--- src/rtl/core/ksc_pkg.sv ---
// Shared constants, types and helpers for the keyword substitution cipher.
// Has no dependencies; the cipher top level imports it.
package ksc_pkg;

    localparam int unsigned ALPHA_SIZE = 95;
    localparam int unsigned BLK_W      = 8;
    localparam int unsigned NUM_BLK    = 12;
    localparam int unsigned ADDR_W     = 5;
    localparam int unsigned DATA_W     = 64;

    localparam logic [7:0] CHAR_FIRST = 8'd32;
    localparam logic [7:0] CHAR_LAST  = 8'd126;

    // Register indexes, taken from paddr[4:3] (registers sit 8 bytes apart).
    localparam logic [1:0] REG_KEY_LOW  = 2'd0;
    localparam logic [1:0] REG_KEY_HIGH = 2'd1;
    localparam logic [1:0] REG_MODE     = 2'd2;

    typedef logic [6:0]       t_pos;
    typedef logic [3:0]       t_blk;
    typedef logic [2:0]       t_bit;
    typedef logic [BLK_W-1:0] t_blk_bits;

    function automatic logic [3:0] popcount8(input t_blk_bits v);
        logic [3:0] acc;
        acc = 4'd0;
        for (int i = 0; i < 8; i++) begin
            acc = acc + {3'd0, v[i]};
        end
        return acc;
    endfunction

endpackage

--- src/rtl/core/keyword_substitution_cipher.sv ---
// Keyword substitution cipher over printable ASCII, as a four stage pipeline.
// Depends on ksc_pkg for constants, types and the popcount helper.
//
// Usage: the key set (95 bits over characters 32..126) and the mode are
// written over the APB port; registers sit at byte addresses 0, 8 and 16.
// Text items enter on i_in_valid / o_in_stall, results leave on
// o_out_valid / i_out_stall. An item is taken when valid is high and stall
// is low. Each accepted item gives exactly one result, which passes through
// the stage registers r1 to r4 in order and is then shown on the outputs.
// The block sustains one item per cycle while no stall holds it, because every
// stage advances whenever the stage after it moves. Bytes outside 32..126 come back
// unchanged with o_passed_through set.
// Per-block counts of the key set are kept in registers that follow the
// configuration; after reset and after any register write the input stalls
// while r_hold counts down and those counts settle. Input also stalls while psel
// is high. When the receiver stalls, results hold in place and the stages
// behind fill up before the input stalls; nothing is lost or repeated.
// Reset (synchronous, active low) clears the key set and mode to zero and
// empties the pipeline.
module keyword_substitution_cipher (
    input  logic                        i_clk,
    input  logic                        i_rst_n,
    input  logic                        psel,
    input  logic                        penable,
    input  logic                        pwrite,
    input  logic [ksc_pkg::ADDR_W-1:0]  paddr,
    input  logic [ksc_pkg::DATA_W-1:0]  pwdata,
    output logic [ksc_pkg::DATA_W-1:0]  prdata,
    output logic                        pready,
    input  logic                        i_in_valid,
    output logic                        o_in_stall,
    input  logic [7:0]                  i_in_char,
    output logic                        o_out_valid,
    input  logic                        i_out_stall,
    output logic [7:0]                  o_out_char,
    output logic                        o_passed_through
);
    import ksc_pkg::*;

    // Configuration registers
    logic [63:0] r_key_low;
    logic [30:0] r_key_high;
    logic        r_decrypt;
    logic [1:0]  r_hold;
    logic        w_wr;

    // Key set derived counts
    logic [95:0] w_set96, w_abs96;
    t_blk_bits   w_sblk [NUM_BLK];
    t_blk_bits   w_ablk [NUM_BLK];
    logic [3:0]  r_bcnt [NUM_BLK];
    logic [4:0]  n_gpre [NUM_BLK];
    logic [4:0]  r_gpre [NUM_BLK];
    logic [5:0]  n_gtot [3];
    logic [5:0]  r_gtot [3];
    t_pos        r_pre_pres [NUM_BLK];
    t_pos        r_pre_abs  [NUM_BLK];
    t_pos        r_abs_total;
    t_pos        w_goff [3];

    // Pipeline
    logic        w_rdy1, w_rdy2, w_rdy3, w_rdy4, w_accept;
    logic        r1_v, r2_v, r3_v, r4_v;
    logic [7:0]  r1_char, r2_char, r3_char;
    logic        r1_pass, r2_pass, r3_pass;
    t_pos        r1_p, r2_p;
    logic        r2_sel_abs, r3_sel_abs;
    t_pos        r2_k;
    logic        r2_present;
    t_bit        r2_lp;
    t_blk        r3_blk;
    t_bit        r3_rem;
    t_pos        r3_j;
    logic [7:0]  r4_char;
    logic        r4_pass;

    logic        n2_sel_abs, n2_present;
    t_pos        n2_k;
    t_bit        n2_lp;
    t_blk        n3_blk;
    t_bit        n3_rem;
    t_pos        n3_j;
    logic [7:0]  n4_char;
    t_blk        w2_b, w3_b;
    t_bit        w2_bit, w3_bit, w4_pos;
    t_blk_bits   w2_blk, w4_blk;
    logic [3:0]  w2_cnt, w4_cnt;
    t_pos        w3_prev, w3_pp, w3_pa;

    // ---------------- configuration port ----------------
    assign pready = 1'b1;
    assign w_wr   = psel & penable & pwrite;

    always_ff @(posedge i_clk) begin
        if (!i_rst_n) begin
            r_key_low  <= '0;
            r_key_high <= '0;
            r_decrypt  <= 1'b0;
            r_hold     <= 2'd3;
        end else begin
            if (w_wr) begin
                case (paddr[4:3])
                    REG_KEY_LOW:  r_key_low  <= pwdata;
                    REG_KEY_HIGH: r_key_high <= pwdata[30:0];
                    REG_MODE:     r_decrypt  <= pwdata[0];
                    default: ;
                endcase
                r_hold <= 2'd3;
            end else if (r_hold != 2'd0) begin
                r_hold <= r_hold - 2'd1;
            end
        end
    end

    always_comb begin
        case (paddr[4:3])
            REG_KEY_LOW:  prdata = r_key_low;
            REG_KEY_HIGH: prdata = {33'd0, r_key_high};
            REG_MODE:     prdata = {63'd0, r_decrypt};
            default:      prdata = '0;
        endcase
    end

    // ---------------- key set counts ----------------
    // Bit 95 pads the last block and belongs to neither set.
    assign w_set96 = {1'b0, r_key_high, r_key_low};
    assign w_abs96 = {1'b0, ~r_key_high, ~r_key_low};

    always_comb begin
        for (int b = 0; b < NUM_BLK; b++) begin
            w_sblk[b] = w_set96[b*BLK_W +: BLK_W];
            w_ablk[b] = w_abs96[b*BLK_W +: BLK_W];
        end
    end

    // Prefix counts within groups of four blocks, then group offsets.
    always_comb begin
        for (int g = 0; g < 3; g++) begin
            n_gtot[g] = 6'd0;
            for (int t = 0; t < 4; t++) begin
                n_gpre[4*g+t] = n_gtot[g][4:0];
                n_gtot[g]     = n_gtot[g] + {2'd0, r_bcnt[4*g+t]};
            end
        end
        w_goff[0] = 7'd0;
        w_goff[1] = {1'b0, r_gtot[0]};
        w_goff[2] = {1'b0, r_gtot[0]} + {1'b0, r_gtot[1]};
    end

    always_ff @(posedge i_clk) begin
        for (int b = 0; b < NUM_BLK; b++) begin
            r_bcnt[b]     <= popcount8(w_sblk[b]);
            r_gpre[b]     <= n_gpre[b];
            r_pre_pres[b] <= {2'd0, r_gpre[b]} + w_goff[b/4];
            r_pre_abs[b]  <= 7'(b*BLK_W) - ({2'd0, r_gpre[b]} + w_goff[b/4]);
        end
        for (int g = 0; g < 3; g++) begin
            r_gtot[g] <= n_gtot[g];
        end
        r_abs_total <= 7'(ALPHA_SIZE) - (w_goff[2] + {1'b0, r_gtot[2]});
    end

    // ---------------- handshake ----------------
    assign w_rdy4     = !r4_v || !i_out_stall;
    assign w_rdy3     = !r3_v || w_rdy4;
    assign w_rdy2     = !r2_v || w_rdy3;
    assign w_rdy1     = !r1_v || w_rdy2;
    assign o_in_stall = !w_rdy1 || (r_hold != 2'd0) || psel;
    assign w_accept   = i_in_valid && !o_in_stall;

    always_ff @(posedge i_clk) begin
        if (!i_rst_n) begin
            r1_v <= 1'b0;
            r2_v <= 1'b0;
            r3_v <= 1'b0;
            r4_v <= 1'b0;
        end else begin
            if (w_rdy1) r1_v <= w_accept;
            if (w_rdy2) r2_v <= r1_v;
            if (w_rdy3) r3_v <= r2_v;
            if (w_rdy4) r4_v <= r3_v;
        end
    end

    // ---------------- stage 2: rank target and local counts ----------------
    always_comb begin
        // Encrypt: the first entries hold absent characters, highest first.
        if (r1_p < r_abs_total) begin
            n2_sel_abs = 1'b1;
            n2_k       = r_abs_total - 7'd1 - r1_p;
        end else begin
            n2_sel_abs = 1'b0;
            n2_k       = r1_p - r_abs_total;
        end
        w2_b   = r1_p[6:3];
        w2_bit = r1_p[2:0];
        w2_blk = (w2_b < t_blk'(NUM_BLK)) ? w_sblk[w2_b] : '0;
        w2_cnt = popcount8(w2_blk & ((8'd1 << w2_bit) - 8'd1));
        n2_lp      = w2_cnt[2:0];
        n2_present = w2_blk[w2_bit];
    end

    // ---------------- stage 3: block search / decrypt position ----------------
    always_comb begin
        n3_blk = '0;
        for (int t = 1; t < NUM_BLK; t++) begin
            if ((r2_sel_abs ? r_pre_abs[t] : r_pre_pres[t]) <= r2_k) begin
                n3_blk = t_blk'(t);
            end
        end
        w3_prev = (n3_blk < t_blk'(NUM_BLK))
                ? (r2_sel_abs ? r_pre_abs[n3_blk] : r_pre_pres[n3_blk]) : '0;
        n3_rem  = 3'(r2_k - w3_prev);

        w3_b   = r2_p[6:3];
        w3_bit = r2_p[2:0];
        w3_pp  = (w3_b < t_blk'(NUM_BLK)) ? r_pre_pres[w3_b] : '0;
        w3_pa  = (w3_b < t_blk'(NUM_BLK)) ? r_pre_abs[w3_b]  : '0;
        if (r2_present) begin
            n3_j = r_abs_total + w3_pp + {4'd0, r2_lp};
        end else begin
            n3_j = r_abs_total - 7'd1 - (w3_pa + {4'd0, w3_bit - r2_lp});
        end
    end

    // ---------------- stage 4: bit select within the block ----------------
    always_comb begin
        if (r3_blk < t_blk'(NUM_BLK)) begin
            w4_blk = r3_sel_abs ? w_ablk[r3_blk] : w_sblk[r3_blk];
        end else begin
            w4_blk = '0;
        end
        w4_cnt = 4'd0;
        w4_pos = 3'd0;
        for (int t = 0; t < BLK_W; t++) begin
            if (w4_blk[t] && (w4_cnt == {1'b0, r3_rem})) begin
                w4_pos = 3'(t);
            end
            w4_cnt = w4_cnt + {3'd0, w4_blk[t]};
        end
        if (r3_pass) begin
            n4_char = r3_char;
        end else if (r_decrypt) begin
            n4_char = CHAR_FIRST + {1'b0, r3_j};
        end else begin
            n4_char = CHAR_FIRST + {1'b0, r3_blk, w4_pos};
        end
    end

    always_ff @(posedge i_clk) begin
        if (w_rdy1 && w_accept) begin
            r1_char <= i_in_char;
            r1_pass <= (i_in_char < CHAR_FIRST) || (i_in_char > CHAR_LAST);
            r1_p    <= 7'(i_in_char - CHAR_FIRST);
        end
        if (w_rdy2) begin
            r2_char    <= r1_char;
            r2_pass    <= r1_pass;
            r2_p       <= r1_p;
            r2_sel_abs <= n2_sel_abs;
            r2_k       <= n2_k;
            r2_present <= n2_present;
            r2_lp      <= n2_lp;
        end
        if (w_rdy3) begin
            r3_char    <= r2_char;
            r3_pass    <= r2_pass;
            r3_sel_abs <= r2_sel_abs;
            r3_blk     <= n3_blk;
            r3_rem     <= n3_rem;
            r3_j       <= n3_j;
        end
        if (w_rdy4) begin
            r4_char <= n4_char;
            r4_pass <= r3_pass;
        end
    end

    assign o_out_valid      = r4_v;
    assign o_out_char       = r4_char;
    assign o_passed_through = r4_pass;

    // ---------------- assertions ----------------
    a_no_take_after_write: assert property (@(posedge i_clk) disable iff (!i_rst_n)
        w_wr |=> !w_accept)
        else $error("item taken right after a register write");

    a_printable_result: assert property (@(posedge i_clk) disable iff (!i_rst_n)
        (o_out_valid && !o_passed_through) |->
        (o_out_char >= CHAR_FIRST) && (o_out_char <= CHAR_LAST))
        else $error("substituted byte outside the printable range");

    a_full_stalls_input: assert property (@(posedge i_clk) disable iff (!i_rst_n)
        (r1_v && r2_v && r3_v && r4_v && i_out_stall) |-> o_in_stall)
        else $error("input not stalled with a full pipeline");

    a_drain_advances: assert property (@(posedge i_clk) disable iff (!i_rst_n)
        (r3_v && !r4_v) |=> r4_v)
        else $error("item lost between stage three and the output");

endmodule
--- config.mk ---
export PLATFORM = sky130hd
export DESIGN_NAME = keyword_substitution_cipher
export DESIGN_NICKNAME = d
export VERILOG_FILES = /design/src/rtl/core/ksc_pkg.sv /design/src/rtl/core/keyword_substitution_cipher.sv
export SDC_FILE = /design/constraint.sdc
export NUM_CORES = 1
export LEC_CHECK = 0
export ABC_AREA = 1
export BUFFER_PORTS_ARGS = -buffer_cell sky130_fd_sc_hd__buf_4
export CAP_MARGIN = 20
export CORE_UTILIZATION = 50
export DETAILED_ROUTE_END_ITERATION = 8
export GPL_ROUTABILITY_DRIVEN = 0
export PLACE_DENSITY_LB_ADDON = 0.05
export SETUP_SLACK_MARGIN = 0.2
export SYNTH_ARGS = -nofsm -noshare
export SYNTH_HDL_FRONTEND = slang
export SYNTH_SLANG_ARGS = --single-unit
--- constraint.sdc ---
create_clock -name i_clk -period 9.4 [get_ports i_clk]
set_clock_uncertainty 0.1 [all_clocks]
set_input_delay 0.47 -clock i_clk [delete_from_list [all_inputs] [get_ports i_clk]]
set_output_delay 0.47 -clock i_clk [all_outputs]
set_load 0.005 [all_outputs]
# Word-level counts from Yosys, hierarchy flattened
# Memories as Yosys holds them, arrays and structs flattened. A register that Yosys moved wholly into a read port is not among the register bits.
# Index checks and enable logic that the tools add are counted.
[totals]
register_bits = 186
latchBits = 0
mem_bits_rw = 294
romBits = 0
inputBits = 84
out_inout_bits = 76
word_cells = 297
memories = 5
[op_classes]
add_sub_neg = 142
n_mul = 0
div = 0
magnitude_cmp = 21
eq_ne = 9
n_shift = 1
n_mux = 55
bitwise = 8
reduce_logical = 29
[memory_table]
columns = ["memory", "depth", "word_bits", "read_ports", "rd_clocked_by_memory_dff", "write_ports", "line_no", "rtl"]
rows = [
  ["r_pre_abs", 12, 7, 13, 1, 12, "keyword_substitution_cipher.sv:57", "t_pos r_pre_abs [NUM_BLK];"],
  ["r_pre_pres", 12, 7, 13, 1, 12, "keyword_substitution_cipher.sv:56", "t_pos r_pre_pres [NUM_BLK];"],
  ["r_gpre", 12, 5, 12, 0, 12, "keyword_substitution_cipher.sv:53", "logic [4:0] r_gpre [NUM_BLK];"],
  ["r_bcnt", 12, 4, 12, 0, 12, "keyword_substitution_cipher.sv:51", "logic [3:0] r_bcnt [NUM_BLK];"],
  ["r_gtot", 3, 6, 3, 0, 3, "keyword_substitution_cipher.sv:55", "logic [5:0] r_gtot [3];"],
]
[op_table]
columns = ["operator", "n"]
rows = [
  ["adder 4 x 1 -> 4 bit", 50],
  ["one-hot mux 64 bit (3 select lines)", 1],
  ["two-way mux 7 bit", 15],
  ["binary-select mux 8 bit (select 4 bit)", 3],
  ["two-way mux 8 bit", 11],
  ["<= comparator 7 bit", 11],
  ["inverter 64 bit", 1],
  ["adder 3 x 1 -> 4 bit", 13],
  ["two-way mux 4 bit", 12],
  ["adder 2 x 1 -> 3 bit", 14],
  ["subtractor 7 bit (first input constant)", 5],
  ["inverter 31 bit", 1],
  ["adder 1 x 1 -> 2 bit", 14],
  ["adder 5 x 6 -> 7 bit", 4],
  ["adder 5 x 7 -> 7 bit", 4],
  ["subtractor 6 x 7 -> 7 bit (first input constant)", 4],
  ["subtractor 7 bit", 3],
  ["adder 5 x 4 -> 6 bit", 3],
  ["adder 6 x 4 -> 6 bit", 3],
  ["two-way mux 3 bit", 6],
  ["adder 6 x 7 -> 8 bit (first input constant)", 2],
  ["equality test 4 x 3 -> 1 bit", 4],
  ["< comparator 4 bit (second input constant)", 4],
  ["adder 3 x 1 -> 3 bit", 5],
  ["38 further kinds", 72],
]

# Depth between registers and ports, before layout
# Gate-level depths: netlist of run 1.
[logic_depth]
depth_word = 18
ltp_mapped = 35
depth_no_buf = 31

# Worst setup path after synthesis of run 1
# OpenSTA, ideal clock, no wires.
[synth_timing]
path_type = "register to register"
from = "register r3_blk[0]"
to = "register r4_char[0], in the netlist o_out_char[0] (data pin)"
setup_time_ns = 0.145
t_arrival_ns = 4.417
required_time_ns = 9.155
setup_slack_ns = 4.738
stages_incl_launch_ff = 27
n_path_buf = 2
period_less_slack_ns = 4.662
path_cell_list = "edfxtp_1 -> buf_2 -> inv_2 -> buf_2 -> a21oi_1 -> o21ai_0 -> nand3_1 -> nand3_1 -> o21ai_0 -> nand2_1 -> nand2_1 -> fa_1 -> inv_1 -> ha_1 -> fa_1 -> ha_1 -> ha_1 -> ha_1 -> nand2_1 -> o21ai_0 -> a21oi_1 -> nand3b_1 -> nor3_1 -> nand3_1 -> nand2_1 -> o22ai_1 -> o21ai_1"
[synth_via]
elab_chain_len = 18
word_cells_on_any_way = 40
classes_between = "add/sub: 7; order compare: 1; eq/ne: 7; mux: 17; bitwise: 1; reduce/logical: 7"
[synth_lines]
columns = ["element", "line_no", "rtl"]
rows = [
  ["start, declared", "keyword_substitution_cipher.sv:71", "t_blk r3_blk;"],
  ["start signal, assigned", "keyword_substitution_cipher.sv:269", "r3_blk <= n3_blk;"],
  ["inverter 4 -> 5 bit (implied by the code)", "keyword_substitution_cipher.sv:229", "w4_blk = r3_sel_abs ? w_ablk[r3_blk] : w_sblk[r3_blk];"],
  ["binary-select mux 8 bit (select 4 bit)", "keyword_substitution_cipher.sv:229", ""],
  ["two-way mux 8 bit (implied by the code) (2 in series)", "keyword_substitution_cipher.sv:229", ""],
  ["two-way mux 8 bit", "keyword_substitution_cipher.sv:229", ""],
  ["two-way mux 8 bit (*)", "keyword_substitution_cipher.sv:228", "if (r3_blk < t_blk'(NUM_BLK)) begin"],
  ["adder 1 x 1 -> 2 bit or equality test 1 x 3 -> 1 bit (tied branches)", "keyword_substitution_cipher.sv:239, keyword_substitution_cipher.sv:236", ""],
  ["adder 2 x 1 -> 3 bit, or another cell as far along", "keyword_substitution_cipher.sv:239", "w4_cnt = w4_cnt + {3'd0, w4_blk[t]};"],
  ["adder 3 x 1 -> 4 bit, or another cell as far along", "keyword_substitution_cipher.sv:239", ""],
  ["adder 4 x 1 -> 4 bit, or another cell as far along (3 in series)", "keyword_substitution_cipher.sv:239", ""],
  ["equality test 4 x 3 -> 1 bit, or another cell as far along", "keyword_substitution_cipher.sv:236", "if (w4_blk[t] && (w4_cnt == {1'b0, r3_rem})) begin"],
  ["logical AND 1 bit or two-way mux 3 bit (tied branches)", "keyword_substitution_cipher.sv:236", ""],
  ["two-way mux 3 bit (*)", "keyword_substitution_cipher.sv:236", ""],
  ["adder 6 x 7 -> 8 bit (*)", "keyword_substitution_cipher.sv:246", "n4_char = CHAR_FIRST + {1'b0, r3_blk, w4_pos};"],
  ["two-way mux 8 bit (*)", "keyword_substitution_cipher.sv:243", "end else if (r_decrypt) begin"],
  ["two-way mux 8 bit (*)", "keyword_substitution_cipher.sv:241", "if (r3_pass) begin"],
  ["named net n4_char[0]", "keyword_substitution_cipher.sv:83", "logic [7:0] n4_char;"],
  ["end signal, assigned", "keyword_substitution_cipher.sv:274", "r4_char <= n4_char;"],
  ["end, declared", "keyword_substitution_cipher.sv:74", "logic [7:0] r4_char;"],
]
# Mark *: on every way through the listed nets, which the timed path passes. The rest lies on a longest branch. The select of a mux whose other input is x is not followed.
# A chain may end at the register's enable or synchronous reset.

# Final worst setup path of run 1
# Ends and elaborated chain as after synthesis.

==> reports/results.tsv, run 1 <==
metric	value	unit
status	finished clean	
TritonCTS clock tree	done	
endpoints failing setup	0	
Core Area	49400	um2
largest family of logic cells by synthesized area	adder cells	
Tightest Pin Transition	1.01	ns
Post-CTS Resized	0	
top cell type by total area after synthesis	dfxtp_1	
minimum clock period	6.28	ns
unrepaired setup endpoints after global routing	false	
Max transition margin	0.324	
Post-Layout Inst Area	28500	um2
Synth Area in Compound Gates	0.182	
Rows	81	
post-synthesis cell area	25200	um2
Starting Density	0.511	
hold depth	3	
Die ar.	51300	um2
largest net degree at the start of global routing	100	
Avg Synthesized Cell Area	8.04	um2
Root Driver	clkbuf_16	
Peak Freq	159	MHz
DRT Pass-1 Iters	9	
PwrDens	299	nW/um2
mux share of post-synthesis cell area	0	
Die H	227	um
layout cell share with drive strength beyond 1	0.0869	
Hold Fails Final Rpt	0	
Max IR drop VDD	0.271	mV
post-synthesis simple-gate area fraction	0.128	
Placed Instances	3846	
Total GRT Usage	0.302	
CP Buf/Inv Count	3	
vias	22000	
Seq cells post-synth	419	
RR Startpoint	r3_blk[0]	
CP Data Arrival Time	6.60	ns
Placed Area	26800	um2
fin. max-slew vios	0	
crit-path max FO	61	
Hold Path Origin	pwdata[16]	
Final period util	0.668	
DR iter-0 viols	2144	
Total Neg Setup Slack	0	ns
PortBufs	155	
hold endpoint	r_key_high[16]	
Synth Area in XOR/XNOR	0.0510	
Max H-tree Level	2	
FF-to-FF setup slack	3.12	ns
Worst-path clk slew	0.06	ns
Critical Path Source Type	flip-flop	
Layout area overhead	13.1	%
Post-synth ARST share	0	
Finished Layout Cells	3943	
DR WL/cell	19.7	um
final core utilization	0.578	
top_reg_cell synth	dfxtp_1	
Post-synth EDFFs	67	
Total Wirelength	77500	um
RR Endpoint	o_out_char[0]	
count of cell types in the netlist	53	
clk sink count	419	
DRC viols	0	
total CTS buffers	47	
vias per cell	5.58	
WP depth	24	
clk buf depth	3	
Worst Hold Class	input port to flip-flop	
post-synthesis sequential area ratio	0.359	
fillers	4545	
CP delay by family, top	adder cells	
Yosys warnings	0	
Post-synth top cells	467 x inv_1, 419 x nand2_1, 401 x o21ai_0	
Net Count, Synth	3548	
first-pass GRT wire length	118000	um
share of the synthesized area in the top cell type	0.279	
most common cell in the netlist	inv_1	
fin nets	3652	
CP peak stage delay	0.56	ns
gr ovfl total	0	
CP required	9.73	ns
post-synthesis adder-cell area fraction	0.187	
Crit. End Element	flip-flop	
Cells after Synth	3137	
MaxCap Viol Count	0	
cells along the critical path	buf_4 -> inv_2 -> o21ai_0 -> nand3_1 -> nand3_1 -> o21ai_0 -> nand2_1 -> nand2_1 -> fa_1 -> inv_1 -> ha_1 -> fa_1 -> ha_1 -> ha_1 -> ha_1 -> nand2_1 -> o21ai_0 -> a21oi_1 -> nand3b_1 -> nor3_1 -> nand3_1 -> nand2_1 -> o22ai_1 -> o21ai_1	
worst skew pair latency	0.60	ns
antenna fix cells	0	
remaining antenna violation count	0	
Crit-path slowest cell	fa_1	
ranking of synthesized cells by area	dfxtp_1 28%, ha_1 12%, edfxtp_1 8.0%	
vias in the first global route	20900	
Leakage Power	13.3	nW
die width	227	um
Worst Reg-to-Reg Cells	24	
I/O Pins	160	
initial antenna violation count	1	
hpwl dp	58600	um
crit path kind	flip-flop to flip-flop	
==> power by group <==
part	internal (W)	leakage, nW	total, W	switching, W
Combinational	0.00161	8.95	0.00422	0.00261
Sequential	0.00217	3.57	0.00242	0.000248
Clock	0.00112	0.780	0.00190	0.000776
==> layout make-up <==
type / instances / area [um2] / area share
Clock buffer: 64 / 1310 / 0.0460
Clock inverter: 23 / 268 / 0.00939
Inverter: 477 / 1790 / 0.0628
Multi-Input combinational cell: 2109 / 13800 / 0.485
Sequential cell: 419 / 9060 / 0.318
Tap cell: 664 / 831 / 0.0291
Timing Repair Buffer: 187 / 1430 / 0.0500
==> layout by cell type, fill, tap and decap left out, drive strengths merged, types with 4 or more instances in the layout <==
cell / count
o21a: 6
buf: 178
nand4: 22
inv: 475
or2: 9
clkbuf: 64
nor2: 142
fa: 82
o22ai: 35
nor3: 29
dlygate4sd3: 9
xnor2: 54
o21ai: 413
a31oi: 23
edfxtp: 67
ha: 245
o211ai: 16
o221ai: 5
o31ai: 5
nand3b: 5
a21oi: 333
and2: 4
bufinv: 5
a211oi: 6
nand3: 119
o2111ai: 5
nand2: 428
clkinv: 19
xor2: 93
a21o: 5
dfxtp: 352
==> worst register-to-register path: stages, from the launching register on <==
cell      delay (ns)
edfxtp_1        0.32
buf_4           0.48
inv_2           0.45
o21ai_0         0.46
nand3_1         0.25
nand3_1         0.25
o21ai_0         0.12
nand2_1         0.09
nand2_1         0.12
fa_1            0.56
inv_1           0.06
ha_1            0.22
fa_1            0.50
ha_1            0.37
ha_1            0.36
ha_1            0.33
nand2_1         0.07
o21ai_0         0.08
a21oi_1         0.14
nand3b_1        0.09
nor3_1          0.20
nand3_1         0.12
nand2_1         0.13
o22ai_1         0.10
o21ai_1         0.14
==> what timing repair did <==
| item | 4_1_cts | 5_1_grt |
|---|---|---|
| endpoints found under the hold margin | 9 | 0 |
| buffers inserted | 0 | 0 |
| hold buffers | 9 | 0 |
==> kinds of logic after synthesis <==
group,Yosys count
buffers and inverters,609
other,2
AOI/OAI and AO/OA,866
xor gates and xnor gates,147
and+or+nand+nor,767
adders and majority gates,327
DFF,419
==> sequential cells by signal (all words and copies together), names as in the netlist, 3 cells and up, named ones only <==
| signal | count |
|---|---|
| r_pre_abs | 72 |
| r_key_low | 64 |
| r_pre_pres | 60 |
| r_bcnt | 47 |
| r_gpre | 42 |
| r_key_high | 31 |
| r_gtot | 18 |
| o_out_char | 8 |
| r3_char | 8 |
| r1_p | 7 |
| r2_k | 7 |
| r2_p | 7 |
| r3_j | 7 |
| r_abs_total | 7 |
| r3_blk | 4 |
| r1_char | 3 |
| r2_char | 3 |
| r2_lp | 3 |
| r3_rem | 3 |
==> stage by stage <==
| step | hold WS, ns | power (W) | worst slack (ns) |
|---|---|---|---|
| 2_1_floorplan | 0.231 | 0.00544 | 4.74 |
| 3_3_place_gp | 0.238 | 0.00641 | 3.46 |
| 3_5_place_dp | 0.241 | 0.00657 | 3.32 |
| 4_1_cts | 0.000829 | 0.00850 | 3.30 |
| 5_1_grt | 0.0245 | 0.00920 | 2.83 |
| 6_report | 0.0224 | 0.00853 | 3.12 |
==> worst max-delay path by stage <==
stage	start	end	slack (ns)
3_3_place_gp	r3_blk[2]	o_out_char[2]	3.46
3_5_place_dp	r3_blk[2]	o_out_char[2]	3.32
2_1_floorplan	r3_blk[0]	o_out_char[0]	4.74
5_1_grt	r3_blk[0]	o_out_char[2]	2.83
6_report	r3_blk[0]	o_out_char[0]	3.12
4_1_cts	r3_blk[2]	o_out_char[0]	3.30
==> layer usage <==
| metal | track usage | wire [um] |
|---|---|---|
| met1 | 0.409 | 33100 |
| met2 | 0.466 | 33700 |
| met3 | 0.0582 | 7080 |
| met4 | 0.139 | 3600 |
| met5 | 0 | 0 |
(Power assumes the default switching activity.)
==> run 2, diff against run 1 <==
==> constraint.sdc (replaced) <==
create_clock -name i_clk -period 6.4 [get_ports i_clk]
set_clock_uncertainty 0.1 [all_clocks]
set_input_delay 0.32 -clock i_clk [delete_from_list [all_inputs] [get_ports i_clk]]
set_output_delay 0.32 -clock i_clk [all_outputs]
set_load 0.005 [all_outputs]
==> reports/results.tsv, run 2 (synthesis results as in run 1) <==
metric	value	unit	change
Worst Reg-to-Reg Cells	22		-8.3%
largest net degree at the start of global routing	129		+29%
gr ovfl total	0		unchanged
I/O Pins	160		unchanged
Top reg by flops	r_pre_abs		
status	finished clean		
RR Endpoint	o_out_char[2]		
Die H	227	um	unchanged
Root Driver	clkbuf_16		
Die ar.	51300	um2	unchanged
Worst Hold Class	input port to flip-flop		
Leakage Power	13.6	nW	+2.3%
Top Registers	r_pre_abs: 72 flops, r_key_low: 64 flops, r_pre_pres: 60 flops		
unrepaired setup endpoints after global routing	false		
Rows	81		unchanged
CP required	6.64	ns	-3.09 ns
antenna fix cells	0		unchanged
Tightest Pin Transition	1.17	ns	+0.151 ns
vias	22500		+2.4%
initial antenna violation count	0		-1
DRT Pass-1 Iters	7		-2
total CTS buffers	47		unchanged
Setup Buffers After CTS	0		unchanged
Placed Instances	3846		unchanged
Total Wirelength	78800	um	+1.7%
RR Startpoint	r3_blk[0]		
TritonCTS clock tree	done		
Total Power	0.0126	W	+48%
most common cell after layout, fill and taps aside	inv_1		
Post-CTS Resized	0		unchanged
minimum clock period	5.71	ns	-0.567 ns
Crit. End Element	flip-flop		
hpwl dp	59200	um	+0.99%
Max H-tree Level	2		unchanged
PwrDens	430	nW/um2	+44%
crit-path max FO	37		-39%
clk sink count	419		unchanged
fin. max-slew vios	0		unchanged
endpoints failing setup	0		unchanged
Total GRT Usage	0.307		+0.00459
Critical Path Source Type	flip-flop		
CTS Hold Buffers Added	73		+64
fin nets	3716		+1.8%
crit path kind	flip-flop to flip-flop		
Max transition margin	0.223		-0.100
DRC viols	0		unchanged
worst skew pair latency	0.60	ns	about the same
DR iter-0 viols	2061		-3.9%
Starting Density	0.511		unchanged
die width	227	um	unchanged
Final period util	0.892		+0.224
remaining antenna violation count	0		unchanged
most frequent cells in the layout	465 x inv_1, 419 x nand2_1, 401 x o21ai_0		
layout cell share with drive strength beyond 1	0.0867		-0.000168
Worst-path clk slew	0.06	ns	about the same
Layout area overhead	16.1	%	
first-pass GRT wire length	120000	um	+1.5%
max reg flops	72		unchanged
vias in the first global route	21300		+1.6%
Hold Fails Final Rpt	0		unchanged
DR WL/cell	19.7	um	about the same
vias per cell	5.62		+0.73%
MaxCap Viol Count	0		unchanged
Max IR drop VDD	0.477	mV	+76%
Worst Setup EP	o_out_char[2]		
Finished Layout Cells	4007		+1.6%
clk buf depth	3		unchanged
Total Neg Setup Slack	0	ns	unchanged
Core Area	49400	um2	unchanged
CP Data Arrival Time	5.95	ns	-0.65 ns
PortBufs	155		unchanged
Critical path origin	r3_blk[0]		
Peak Freq	175	MHz	+9.9%
FF-to-FF setup slack	0.69	ns	-2.43 ns
## run 2: area by class of cell
type | instances | area, um2
Tap cell | 664 | 831
Sequential cell | 419 | 9060
Timing Repair Buffer | 251 | 2110
Clock buffer | 60 | 1320
Fill cell | 4432 | 20100
Multi-Input combinational cell | 2109 | 13800
Clock inverter | 27 | 327
Inverter | 477 | 1790
## run 2: worst min path at each step
| stage | startpoint | to | depth (start not counted) |
|---|---|---|---|
| after global placement | r_gpre[0][6] | r_pre_pres[1][1] | 0 |
| after detailed placement | r_gpre[0][6] | r_pre_pres[1][1] | 0 |
| after global routing | penable | r_hold[0] | 5 |
| after floorplan | r_gpre[0][5] | r_pre_abs[1][0] | 0 |
| after CTS | penable | r_hold[0] | 5 |
| final | penable | r_hold[0] | 5 |
## run 2: layer usage
metal / routed length [um] / global-route usage / share of wire / vias up
met5: 0 / 0 / 0 / -
met4: 3660 / 0.141 / 0.046 / 0
met2: 34300 / 0.472 / 0.43 / 1137
li1: - / - / - / 10700
met3: 7380 / 0.0546 / 0.094 / 210
met1: 33500 / 0.419 / 0.43 / 10400
## run 2: stage by stage
step                      area (um2)  utilization  setup WS (ns)  hold WS, ns
after floorplan                25200            -           1.74        0.231
after global placement         26900        0.544          0.968        0.238
after detailed placement       26900        0.544          0.836        0.238
after CTS                      29200        0.593          0.827       0.0953
after global routing           29300        0.593          0.387        0.181
final                          29300        0.593          0.690        0.105
## run 2: worst max-delay path: stages, from the launching register on
cell,delay (ns)
edfxtp_1,0.41
inv_2,0.49
a21oi_1,0.13
o21ai_0,0.14
nand3_1,0.21
nand3_1,0.17
o21ai_0,0.12
nand2_1,0.09
nand2_1,0.14
fa_1,0.61
inv_1,0.06
ha_1,0.22
fa_1,0.51
ha_1,0.24
xnor2_1,0.33
xor2_1,0.27
xor2_1,0.30
xor2_1,0.18
nor3_1,0.07
nand3_1,0.10
nand2_1,0.09
nor3_1,0.35
o21ai_1,0.10
## run 2: where the power goes
part	leakage, nW	internal, W	switching (W)	total, W
logic	9.24	0.00238	0.00383	0.00620
clock network	0.800	0.00168	0.00116	0.00284
registers	3.57	0.00319	0.000360	0.00355
